--- config.mk ---
export PLATFORM = sky130hd
export DESIGN_NAME = ethernet_ipv4_header_parser
export DESIGN_NICKNAME = d
export VERILOG_FILES = /design/src/design/eiph_pkg.sv /design/src/design/ethernet_ipv4_header_parser.sv
export SDC_FILE = /design/constraint.sdc
export NUM_CORES = 1
export LEC_CHECK = 0
export BUFFER_PORTS_ARGS = -buffer_cell sky130_fd_sc_hd__clkbuf_2
export CAP_MARGIN = 30
export CORE_ASPECT_RATIO = 1.5
export CORE_UTILIZATION = 33
export CTS_CLUSTER_DIAMETER = 200
export DETAILED_ROUTE_END_ITERATION = 10
export PLACE_DENSITY = 0.55
export SETUP_SLACK_MARGIN = 0.05
export SKIP_LAST_GASP = 1
export SYNTH_ARGS = -nofsm -noshare
export SYNTH_HDL_FRONTEND = slang
export SYNTH_SLANG_ARGS = --single-unit
--- constraint.sdc ---
create_clock -name clock -period 21.2 [get_ports clock]
set_input_delay 2.12 -clock clock [delete_from_list [all_inputs] [get_ports clock]]
set_output_delay 2.12 -clock clock [all_outputs]
set_load 0.02 [all_outputs]
--- src/design/eiph_pkg.sv ---
`timescale 1ns / 1ps
`default_nettype none

package eiph_pkg;

   // Counter width; result ports show the low 32 bits
   localparam int COUNT_WIDTH = 32;

   localparam int OFFSET_WIDTH = 17;

   // IPv4 protocol numbers
   localparam logic [7:0] PROTO_ICMP = 8'd1;
   localparam logic [7:0] PROTO_TCP  = 8'd6;
   localparam logic [7:0] PROTO_UDP  = 8'd17;

   // Byte offsets within a frame
   localparam logic [OFFSET_WIDTH-1:0] OFF_DMAC_LAST  = 17'd5;
   localparam logic [OFFSET_WIDTH-1:0] OFF_SMAC_LAST  = 17'd11;
   localparam logic [OFFSET_WIDTH-1:0] OFF_LEN_HI     = 17'd16;
   localparam logic [OFFSET_WIDTH-1:0] OFF_LEN_LO     = 17'd17;
   localparam logic [OFFSET_WIDTH-1:0] OFF_PROTO      = 17'd23;
   localparam logic [OFFSET_WIDTH-1:0] OFF_SIP_FIRST  = 17'd26;
   localparam logic [OFFSET_WIDTH-1:0] OFF_SIP_LAST   = 17'd29;
   localparam logic [OFFSET_WIDTH-1:0] OFF_DIP_FIRST  = 17'd30;
   localparam logic [OFFSET_WIDTH-1:0] OFF_DIP_LAST   = 17'd33;
   localparam logic [OFFSET_WIDTH-1:0] OFF_SPORT_FIRST = 17'd34;
   localparam logic [OFFSET_WIDTH-1:0] OFF_SPORT_LAST  = 17'd35;
   localparam logic [OFFSET_WIDTH-1:0] OFF_DPORT_FIRST = 17'd36;
   localparam logic [OFFSET_WIDTH-1:0] OFF_DPORT_LAST  = 17'd37;

   // Header ends and Ethernet header size
   localparam logic [OFFSET_WIDTH-1:0] HDR_END_PORTS = 17'd38;
   localparam logic [OFFSET_WIDTH-1:0] HDR_END_PLAIN = 17'd34;
   localparam logic [OFFSET_WIDTH-1:0] ETH_HDR_BYTES = 17'd14;

   typedef enum logic [1:0] {
      KIND_TCP   = 2'd0,
      KIND_UDP   = 2'd1,
      KIND_ICMP  = 2'd2,
      KIND_OTHER = 2'd3
   } proto_kind_type;

endpackage

`default_nettype wire

--- src/design/ethernet_ipv4_header_parser.sv ---
`timescale 1ns / 1ps
`default_nettype none

// Ethernet / IPv4 header parser.
// The req channel carries a stream of back-to-back frames, one byte per item.
// Each byte is decoded by its offset in the frame: both MACs, IPv4 total
// length, protocol, both IP addresses and, for TCP and UDP, both ports.
// The IPv4 header is taken as a fixed 20 bytes.
// On the last byte of a frame (14 + total length, but never before the
// header end) one item goes out on the rsp channel with the fields and the
// running frame, TCP, UDP and ICMP counts, which wrap.
// Throughput: one byte per cycle while req_stall is low. The result shows
// on rsp_valid in the cycle after its last byte is accepted; one byte decode
// and one 17-bit add/compare sit between the state and result registers.
// When the receiver stalls while a result is held, req_stall rises and the
// stream holds until the result is taken; a result taken in the same cycle
// frees the input at once.
// Reset clears the byte offset, the captured header fields, the counters and
// the result valid; the next byte is taken as the first byte of a frame.
module ethernet_ipv4_header_parser (
   input  wire logic        clock,
   input  wire logic        reset,
   input  wire logic        req_valid,
   output logic             req_stall,
   input  wire logic [7:0]  req_stream_byte,
   output logic             rsp_valid,
   input  wire logic        rsp_stall,
   output logic [47:0]      rsp_dest_mac,
   output logic [47:0]      rsp_source_mac,
   output logic [1:0]       rsp_proto_kind,
   output logic [31:0]      rsp_source_ip,
   output logic [31:0]      rsp_dest_ip,
   output logic [15:0]      rsp_source_port,
   output logic [15:0]      rsp_dest_port,
   output logic [16:0]      rsp_frame_length,
   output logic [31:0]      rsp_frames_seen,
   output logic [31:0]      rsp_tcp_seen,
   output logic [31:0]      rsp_udp_seen,
   output logic [31:0]      rsp_icmp_seen
);

   localparam int OW = eiph_pkg::OFFSET_WIDTH;
   localparam int CW = eiph_pkg::COUNT_WIDTH;

   // Frame state
   logic [OW-1:0] offset_ff, offset_in;
   logic [47:0]   dmac_ff, dmac_in;
   logic [47:0]   smac_ff, smac_in;
   logic [15:0]   len_ff, len_in;
   logic [7:0]    proto_ff, proto_in;
   logic [31:0]   sip_ff, sip_in;
   logic [31:0]   dip_ff, dip_in;
   logic [15:0]   sport_ff, sport_in;
   logic [15:0]   dport_ff, dport_in;

   // Counters
   logic [CW-1:0] frame_cnt_ff, frame_cnt_in;
   logic [CW-1:0] tcp_cnt_ff, tcp_cnt_in;
   logic [CW-1:0] udp_cnt_ff, udp_cnt_in;
   logic [CW-1:0] icmp_cnt_ff, icmp_cnt_in;

   // Result register
   logic                     out_valid_ff, out_valid_in;
   logic [47:0]              out_dmac_ff;
   logic [47:0]              out_smac_ff;
   eiph_pkg::proto_kind_type out_kind_ff, kind;
   logic [31:0]              out_sip_ff;
   logic [31:0]              out_dip_ff;
   logic [15:0]              out_sport_ff;
   logic [15:0]              out_dport_ff;
   logic [16:0]              out_flen_ff;
   logic [31:0]              out_frames_ff;
   logic [31:0]              out_tcp_ff;
   logic [31:0]              out_udp_ff;
   logic [31:0]              out_icmp_ff;

   logic          accept;
   logic          has_ports;
   logic          last_byte;
   logic [OW-1:0] offset_next;
   logic [OW-1:0] hdr_end;
   logic [OW-1:0] frame_end;
   logic [OW-1:0] length_field;

   // Hold input while a result waits and the receiver stalls
   assign req_stall = out_valid_ff & rsp_stall;
   assign accept    = req_valid & ~req_stall;

   // Decode one byte by its offset
   always_comb begin
      dmac_in  = dmac_ff;
      smac_in  = smac_ff;
      len_in   = len_ff;
      proto_in = proto_ff;
      sip_in   = sip_ff;
      dip_in   = dip_ff;
      sport_in = sport_ff;
      dport_in = dport_ff;

      if (offset_ff == '0) begin
         sport_in = '0;
         dport_in = '0;
      end

      if (offset_ff <= eiph_pkg::OFF_DMAC_LAST) begin
         dmac_in = {dmac_ff[39:0], req_stream_byte};
      end else if (offset_ff <= eiph_pkg::OFF_SMAC_LAST) begin
         smac_in = {smac_ff[39:0], req_stream_byte};
      end else if (offset_ff == eiph_pkg::OFF_LEN_HI || offset_ff == eiph_pkg::OFF_LEN_LO) begin
         len_in = {len_ff[7:0], req_stream_byte};
      end else if (offset_ff == eiph_pkg::OFF_PROTO) begin
         proto_in = req_stream_byte;
      end else if (offset_ff inside {[eiph_pkg::OFF_SIP_FIRST:eiph_pkg::OFF_SIP_LAST]}) begin
         sip_in = {sip_ff[23:0], req_stream_byte};
      end else if (offset_ff inside {[eiph_pkg::OFF_DIP_FIRST:eiph_pkg::OFF_DIP_LAST]}) begin
         dip_in = {dip_ff[23:0], req_stream_byte};
      end else if (offset_ff inside {[eiph_pkg::OFF_SPORT_FIRST:eiph_pkg::OFF_SPORT_LAST]}
                   && (proto_ff == eiph_pkg::PROTO_TCP || proto_ff == eiph_pkg::PROTO_UDP)) begin
         sport_in = {sport_in[7:0], req_stream_byte};
      end else if (offset_ff inside {[eiph_pkg::OFF_DPORT_FIRST:eiph_pkg::OFF_DPORT_LAST]}
                   && (proto_ff == eiph_pkg::PROTO_TCP || proto_ff == eiph_pkg::PROTO_UDP)) begin
         dport_in = {dport_in[7:0], req_stream_byte};
      end
   end

   // Find the frame end from the updated header fields
   always_comb begin
      has_ports    = (proto_in == eiph_pkg::PROTO_TCP) || (proto_in == eiph_pkg::PROTO_UDP);
      hdr_end      = has_ports ? eiph_pkg::HDR_END_PORTS : eiph_pkg::HDR_END_PLAIN;
      length_field = {1'b0, len_in} + eiph_pkg::ETH_HDR_BYTES;
      frame_end    = (length_field < hdr_end) ? hdr_end : length_field;
      offset_next  = offset_ff + 1'b1;
      last_byte    = ~(offset_next < frame_end);
      offset_in    = last_byte ? '0 : offset_next;
   end

   // Classify the protocol and advance the counters at frame end
   always_comb begin
      frame_cnt_in = frame_cnt_ff + 1'b1;
      tcp_cnt_in   = tcp_cnt_ff;
      udp_cnt_in   = udp_cnt_ff;
      icmp_cnt_in  = icmp_cnt_ff;
      case (proto_in)
         eiph_pkg::PROTO_TCP: begin
            kind       = eiph_pkg::KIND_TCP;
            tcp_cnt_in = tcp_cnt_ff + 1'b1;
         end
         eiph_pkg::PROTO_UDP: begin
            kind       = eiph_pkg::KIND_UDP;
            udp_cnt_in = udp_cnt_ff + 1'b1;
         end
         eiph_pkg::PROTO_ICMP: begin
            kind        = eiph_pkg::KIND_ICMP;
            icmp_cnt_in = icmp_cnt_ff + 1'b1;
         end
         default: begin
            kind = eiph_pkg::KIND_OTHER;
         end
      endcase
   end

   // Result valid: set on a frame's last byte, drop when taken
   always_comb begin
      out_valid_in = out_valid_ff;
      if (accept && last_byte) begin
         out_valid_in = 1'b1;
      end else if (out_valid_ff && !rsp_stall) begin
         out_valid_in = 1'b0;
      end
   end

   // Control state
   always_ff @(posedge clock) begin
      if (reset) begin
         offset_ff    <= '0;
         frame_cnt_ff <= '0;
         tcp_cnt_ff   <= '0;
         udp_cnt_ff   <= '0;
         icmp_cnt_ff  <= '0;
         out_valid_ff <= 1'b0;
      end else begin
         out_valid_ff <= out_valid_in;
         if (accept) begin
            offset_ff <= offset_in;
            if (last_byte) begin
               frame_cnt_ff <= frame_cnt_in;
               tcp_cnt_ff   <= tcp_cnt_in;
               udp_cnt_ff   <= udp_cnt_in;
               icmp_cnt_ff  <= icmp_cnt_in;
            end
         end
      end
   end

   // Captured header fields
   always_ff @(posedge clock) begin
      if (reset) begin
         dmac_ff  <= '0;
         smac_ff  <= '0;
         len_ff   <= '0;
         proto_ff <= '0;
         sip_ff   <= '0;
         dip_ff   <= '0;
         sport_ff <= '0;
         dport_ff <= '0;
      end else if (accept) begin
         dmac_ff  <= dmac_in;
         smac_ff  <= smac_in;
         len_ff   <= len_in;
         proto_ff <= proto_in;
         sip_ff   <= sip_in;
         dip_ff   <= dip_in;
         sport_ff <= sport_in;
         dport_ff <= dport_in;
      end
   end

   // Load the result register on a frame's last byte
   always_ff @(posedge clock) begin
      if (accept && last_byte) begin
         out_dmac_ff   <= dmac_in;
         out_smac_ff   <= smac_in;
         out_kind_ff   <= kind;
         out_sip_ff    <= sip_in;
         out_dip_ff    <= dip_in;
         out_sport_ff  <= has_ports ? sport_in : 16'd0;
         out_dport_ff  <= has_ports ? dport_in : 16'd0;
         out_flen_ff   <= length_field;
         out_frames_ff <= 32'(frame_cnt_in);
         out_tcp_ff    <= 32'(tcp_cnt_in);
         out_udp_ff    <= 32'(udp_cnt_in);
         out_icmp_ff   <= 32'(icmp_cnt_in);
      end
   end

   assign rsp_valid        = out_valid_ff;
   assign rsp_dest_mac     = out_dmac_ff;
   assign rsp_source_mac   = out_smac_ff;
   assign rsp_proto_kind   = out_kind_ff;
   assign rsp_source_ip    = out_sip_ff;
   assign rsp_dest_ip      = out_dip_ff;
   assign rsp_source_port  = out_sport_ff;
   assign rsp_dest_port    = out_dport_ff;
   assign rsp_frame_length = out_flen_ff;
   assign rsp_frames_seen  = out_frames_ff;
   assign rsp_tcp_seen     = out_tcp_ff;
   assign rsp_udp_seen     = out_udp_ff;
   assign rsp_icmp_seen    = out_icmp_ff;

endmodule

`default_nettype wire
==> impl_metrics.json, run 1 <==
{
  "grt-ovfl-total": 0,
  "cts_root_buf": "clkbuf_16",
  "whs_ns": 0.452,
  "post-route-period-util_pct": 42.1,
  "fmax_ghz": 0.112,
  "gp_congestion": 0.838,
  "final_common_cell": "dfxtp_1",
  "hp-class": "register to register",
  "core_area_mm2": 0.0919,
  "cts_buffers": 75,
  "ys.flop_type": "dfxtp_1",
  "critical_path_arrival_ns": 9.20,
  "grt_pass1_vias": 21900,
  "vias": 22600,
  "cts_setup_buffers": 0,
  "hold_end": "dip_ff[25]$_SDFFE_PP0P_",
  "relSlewSlack_pct": 32.4,
  "yosysUniqueCellTypes": 68,
  "cts_resized": 0,
  "synth-seq-cells": 701,
  "hp-start": "dip_ff[25]$_SDFFE_PP0P_",
  "drt_iter0_drc": 1181,
  "fp-row-count": 136,
  "skew_ns": 0.0275,
  "regToRegSetupSlack_ns": 12.33,
  "start_util_pct": 33.4,
  "postCtsHoldBufs": 0,
  "cp-start-kind": "input port",
  "rr_startpoint": "offset_ff[4]$_SDFFE_PP0P_",
  "grt.total_usage_pct": 17.5,
  "setup_viol": 0,
  "die_h_um": 376,
  "place_ws_ns": 11.55,
  "fp.dieArea_mm2": 0.0943,
  "drv_cap": 0,
  "grt_max_degree": 188,
  "routed_via_density": 5.09,
  "clkSinkCount": 701,
  "worstRegToRegCells": 28,
  "drt_wl_total_mm": 83.6,
  "grt_antenna_before_repair": 2,
  "yosysWarnings": 0,
  "syn_area_mm2": 0.0307,
  "tns_ns": 0,
  "finish.utilization_pct": 39.3,
  "cp_max_fo": 112,
  "final_max_slew_viol_count": 0,
  "placed_cells": 4294,
  "drive_gt1_share_pct": 22.9,
  "hpwl_mm": 54.6,
  "final_cell_mix": "dfxtp_1, clkbuf_2, nand2_1",
  "worst_slack_ns": 12.28,
  "drc": 0,
  "vdd_ir_drop_max_uv": 74.6,
  "worstSkewPairLatency_ns": 0.65,
  "synth_fp_nets": 2972,
  "p_leak_nw": 12.7,
  "finalHoldViolations": 0,
  "syn_area_per_cell_um2": 10.5,
  "dr.pass1.iters": 5,
  "port_buffers": 352,
  "path_class": "input port to register",
  "pin_count": 353,
  "cts_max_path_buffers": 3,
  "worstMarginPinSlew_ns": 1.01,
  "ys_seq_area_share_pct": 56.8,
  "rsz0062_at_grt": "no",
  "fill_cells": 9004,
  "end_kind": "register",
  "required_ns": 21.47,
  "postRouteAntennaNets": 0,
  "avgRoutedWirePerCell_um": 18.9,
  "path_clk_slew_ns": 0.06,
  "htree_levels": 3,
  "synthArstFlopShare_pct": 0,
  "area_growth_pct": 17.7,
  "r2r_end": "rsp_dest_mac[21]$_DFFE_PP_",
  "outcome": "completed",
  "synth_edf_count": 339,
  "hold_depth": 2,
  "cts_tree": "built",
  "power-per-cell-area_mw_per_mm2": 79.8,
  "stdcell_count": 4437,
  "period_minus_slack_ns": 8.92,
  "nets": 3238,
  "syn-instance-count": 2935,
  "die_width_um": 251,
  "grt_pass1_wl_mm": 129
}
per-layer routing:
layer  global-route usage [%]  share of wire (%)  routed length (um)  vias to the layer above
met5                        0                  0                   0                        -
met4                     5.57                1.9                1620                        0
met3                     4.60                6.4                5370                       89
met2                     30.7                 50               42100                      506
met1                     20.6                 41               34500                    10900
li1                         -                  -                   -                    11100
per-stage QoR:
| step | power, mW | instance area, um2 |
|---|---|---|
| floorplan | 1.52 | 30700 |
| global placement | 1.55 | 33400 |
| detailed placement | 1.55 | 33500 |
| CTS | 2.93 | 36100 |
| global route | 2.99 | 36100 |
| finish | 2.88 | 36100 |
layout make-up:
type                            instances  area, um2  area share (%)
Antenna cell                            1       2.50         0.00692
Multi-Input combinational cell       2012      12400            34.4
Inverter                               27        109           0.301
Clock inverter                         36        378            1.05
Tap cell                             1173       1470            4.06
Sequential cell                       701      17400            48.2
Timing Repair Buffer                  384       2130            5.89
Clock buffer                          103       2180            6.02
cell usage after synthesis (5+ instances only):
cell type,n,area [um2]
ha_1,25,313
nor3_1,136,681
nand2_1,346,1300
nor4_1,6,37.5
buf_1,9,33.8
nor2b_1,41,257
or4_1,81,608
and2_1,17,106
mux2_2,197,2220
and3_1,29,181
a21oi_1,221,1110
clkbuf_1,161,604
or2_2,11,68.8
a211oi_1,5,37.5
and4_1,11,96.3
inv_1,27,101
nand4b_1,5,43.8
o31ai_1,84,631
edfxtp_1,339,10200
nand4_1,34,213
nor2_1,336,1260
or3_1,8,50.1
mux2i_1,11,110
nand2b_1,8,50.1
a21o_1,8,60.1
dfxtp_1,362,7250
o21ai_0,21,105
nand3_1,107,536
a22o_1,12,105
a22oi_1,31,233
xor2_1,43,377
buf_2,20,100
xnor2_1,117,1020
report_power, final:
| group | total (mW) | internal, mW | switching (mW) |
|---|---|---|---|
| Sequential | 1.43 | 1.42 | 0.0116 |
| Combinational | 0.0869 | 0.0284 | 0.0585 |
| Clock | 1.36 | 0.789 | 0.572 |
| Total | 2.88 | 2.24 | 0.643 |
logic make-up after synthesis:
family	share of synthesized area (%)
compound gates	8.48
xor+xnor	4.56
fa+ha+maj	1.02
buf+inv	2.91
flops	56.8
mux	7.58
simple gates	18.7
critical path: stages:
cell,delay (ns)
clkbuf_2,0.41
mux2i_1,0.27
ha_1,0.33
nor2b_1,0.19
nor4_1,0.44
mux2i_1,0.24
nand4_1,0.10
o21ai_0,0.13
and4_1,0.37
nand2_1,0.16
nor2_1,0.11
a21oi_1,0.05
ha_1,0.29
a21o_1,0.12
a21o_1,0.11
a21oi_1,0.06
o211ai_1,0.18
a21oi_1,0.10
and3_1,0.20
a21bo_2,0.18
buf_4,0.40
nand2_1,0.27
inv_8,0.21
buf_16,0.37
buf_4,0.65
buf_4,0.74
registers in the layout, summed over array words and instances, names as in the netlist, 17 cells and up:
name	flops
sip_ff	32
rsp_frames_seen	32
rsp_dest_ip	32
frame_cnt_ff	32
rsp_icmp_seen	32
udp_cnt_ff	32
rsp_source_mac	48
offset_ff	17
rsp_dest_mac	48
tcp_cnt_ff	32
icmp_cnt_ff	32
rsp_frame_length	17
rsp_tcp_seen	32
rsp_source_ip	32
smac_ff	48
dip_ff	32
rsp_udp_seen	32
dmac_ff	48
worst max-delay path by stage:
| stage | startpoint | endpoint | slack (ns) | cells after the start |
|---|---|---|---|---|
| 2_1_floorplan | req_stream_byte[1] | tcp_cnt_ff[21]$_SDFFE_PP0P_ | 7.94 | 24 |
| 3_3_place_gp | req_stream_byte[1] | rsp_source_port[2]$_SDFFCE_PN0P_ | 11.59 | 25 |
| 3_5_place_dp | req_stream_byte[2] | rsp_source_port[2]$_SDFFCE_PN0P_ | 11.55 | 25 |
| 4_1_cts | offset_ff[4]$_SDFFE_PP0P_ | rsp_dest_mac[21]$_DFFE_PP_ | 12.26 | 27 |
| 5_1_grt | offset_ff[4]$_SDFFE_PP0P_ | rsp_dest_mac[30]$_DFFE_PP_ | 11.68 | 28 |
| 6_report | req_stream_byte[1] | rsp_dest_mac[21]$_DFFE_PP_ | 12.28 | 26 |
Power figures use the tool's default switching activity.
==> run 2, diff against run 1 <==
--- a/config.mk
+++ b/config.mk
@@ -11,7 +11,7 @@
 export CORE_UTILIZATION = 33
 export CTS_CLUSTER_DIAMETER = 200
 export DETAILED_ROUTE_END_ITERATION = 10
-export PLACE_DENSITY = 0.55
+export PLACE_DENSITY = 0.57
 export SETUP_SLACK_MARGIN = 0.05
 export SKIP_LAST_GASP = 1
 export SYNTH_ARGS = -nofsm -noshare
==> constraint.sdc (replaced) <==
create_clock -name clock -period 7.8 [get_ports clock]
set_input_delay 0.78 -clock clock [delete_from_list [all_inputs] [get_ports clock]]
set_output_delay 0.78 -clock clock [all_outputs]
set_load 0.02 [all_outputs]
==> run 2 against run 1 <==
Setup slack got worse by 11 ns; final cell count increased by 0.20%; first-iteration DRC count grew 4.6%; largest cell class unchanged; critical path type is now register to register; utilization grew 0.25 points; highest routed layer unchanged; hold slack barely moved.
==> impl_metrics.json, run 2 (synthesized netlist as in run 1, its figures left out) <==
{
  "hpwl_mm": 55.3,
  "fp.dieArea_mm2": 0.0943,
  "grt.total_usage_pct": 17.4,
  "routed_via_density": 5.11,
  "nets": 3248,
  "clkSinkCount": 701,
  "drc": 0,
  "r2r_end": "rsp_dest_mac[43]$_DFFE_PP_",
  "fill_cells": 8993,
  "vias": 22700,
  "regArea_mm2": 0.0174,
  "final_common_cell": "dfxtp_1",
  "worstSkewPairLatency_ns": 0.66,
  "dr.pass1.iters": 5,
  "drt_wl_total_mm": 83.5,
  "grt-ovfl-total": 0,
  "postRouteAntennaNets": 0,
  "hp-class": "register to register",
  "hold_depth": 2,
  "htree_levels": 3,
  "hold_end": "dip_ff[26]$_SDFFE_PP0P_",
  "die_width_um": 251,
  "start_util_pct": 33.4,
  "cp_max_fo": 50,
  "critical_path_arrival_ns": 7.18,
  "grt_pass1_wl_mm": 128,
  "drv_cap": 0,
  "vdd_ir_drop_max_uv": 202,
  "power_mw": 7.85,
  "fin_area_mm2": 0.0364,
  "cts_tree": "built",
  "grt_pass1_vias": 21700,
  "period_minus_slack_ns": 6.82,
  "setup_viol": 0,
  "worstMarginPinSlew_ns": 1.05,
  "final_max_slew_viol_count": 0,
  "drt_iter0_drc": 1235,
  "worstRegToRegCells": 26,
  "place_ws_ns": 0.991,
  "cts_buffers": 73,
  "outcome": "completed",
  "avgRoutedWirePerCell_um": 18.8,
  "place_area_mm2": 0.0338,
  "power-per-cell-area_mw_per_mm2": 216,
  "grt_antenna_before_repair": 1,
  "worst_slack_ns": 0.983,
  "end_kind": "register",
  "pin_count": 353,
  "cts_resized": 0,
  "required_ns": 8.17,
  "final_cell_mix": "dfxtp_1, clkbuf_2, nand2_1",
  "die_h_um": 376,
  "p_leak_nw": 12.7,
  "postCtsHoldBufs": 0,
  "skew_ns": 0.0310,
  "finalHoldViolations": 0,
  "post-route-period-util_pct": 87.4,
  "area_growth_pct": 18.4,
  "cp-start-kind": "register",
  "regToRegSetupSlack_ns": 0.98,
  "hp-start": "dip_ff[26]$_SDFFE_PP0P_",
  "port_buffers": 352,
  "drive_gt1_share_pct": 23.3,
  "rsz0062_at_grt": "no",
  "path_clk_slew_ns": 0.06,
  "cts_max_path_buffers": 3,
  "rr_startpoint": "offset_ff[12]$_SDFFE_PP0P_",
  "relSlewSlack_pct": 29.4,
  "path_class": "register to register",
  "gp_congestion": 0.853,
  "tns_ns": 0,
  "core_area_mm2": 0.0919,
  "cts_root_buf": "clkbuf_16",
  "fp-row-count": 136,
  "multiInputGateArea_mm2": 0.0125,
  "fmax_ghz": 0.147,
  "cts_setup_buffers": 0,
  "grt_max_degree": 127
}
==> run 2: power breakdown <==
group          internal, mW  total [mW]  switching [mW]  leakage [nW]
Combinational        0.0823       0.248           0.166          5.86
Clock                  2.18        3.70            1.53          1.21
Sequential             3.87        3.90          0.0326          5.65
==> run 2: critical path, cell delays in order, from the launching register on <==
cell and delay (ns):
dfxtp_1 0.39, nor4_4 0.39, nand3_2 0.31, nor2_4 0.47, mux2i_1 0.43, ha_4 0.22
nand2b_1 0.14, nand2_1 0.18, mux2i_1 0.20, a31oi_1 0.09, o21ai_0 0.20, and4_4 0.31
nand2_2 0.09, nor2_1 0.09, a21oi_1 0.05, ha_1 0.30, a21o_1 0.19, a21o_1 0.15
a21oi_1 0.15, o211ai_1 0.10, a21oi_1 0.19, and3_1 0.19, a21bo_2 0.26, nand2_4 0.08
clkinvlp_4 0.67, buf_12 0.44, buf_12 0.20
==> run 2: cell type report <==
class | instances | share of cell area, %
Clock buffer | 92 | 5.42
Timing Repair Buffer | 396 | 6.28
Tap cell | 1173 | 4.04
Multi-Input combinational cell | 2012 | 34.5
Inverter | 27 | 0.303
Antenna cell | 1 | 0.00688
Sequential cell | 701 | 47.9
Clock inverter | 44 | 1.52
==> run 2: through the flow <==
| step | hold WS, ns | utilization (%) | cells |
|---|---|---|---|
| floorplan | 0.433 | - | 2935 |
| global placement | 0.439 | 36.7 | 4303 |
| detailed placement | 0.444 | 36.8 | 4307 |
| CTS | 0.454 | 39.5 | 4443 |
| global route | 0.464 | 39.6 | 4445 |
| finish | 0.452 | 39.6 | 4446 |
==> run 2: worst max path at each step <==
stage / startpoint / endpoint / cells after the start
detailed placement: offset_ff[12]$_SDFFE_PP0P_ / rsp_dest_mac[45]$_DFFE_PP_ / 26
finish: offset_ff[12]$_SDFFE_PP0P_ / rsp_dest_mac[43]$_DFFE_PP_ / 26
floorplan: offset_ff[0]$_SDFFE_PP0P_ / rsp_dest_ip[0]$_DFFE_PP_ / 28
global placement: offset_ff[12]$_SDFFE_PP0P_ / rsp_dest_mac[43]$_DFFE_PP_ / 26
global route: offset_ff[12]$_SDFFE_PP0P_ / rsp_dest_mac[43]$_DFFE_PP_ / 26
CTS: offset_ff[12]$_SDFFE_PP0P_ / rsp_dest_mac[43]$_DFFE_PP_ / 26
==> run 2: per-layer routing <==
layer	up-vias	share of wire, %	wire, um	global-route usage (%)
met3	130	6.1	5070	4.30
met1	11000	41	34500	20.7
li1	11100	-	-	-
met5	-	0	0	0
met4	0	3.2	2700	7.12
met2	552	49	41200	29.8
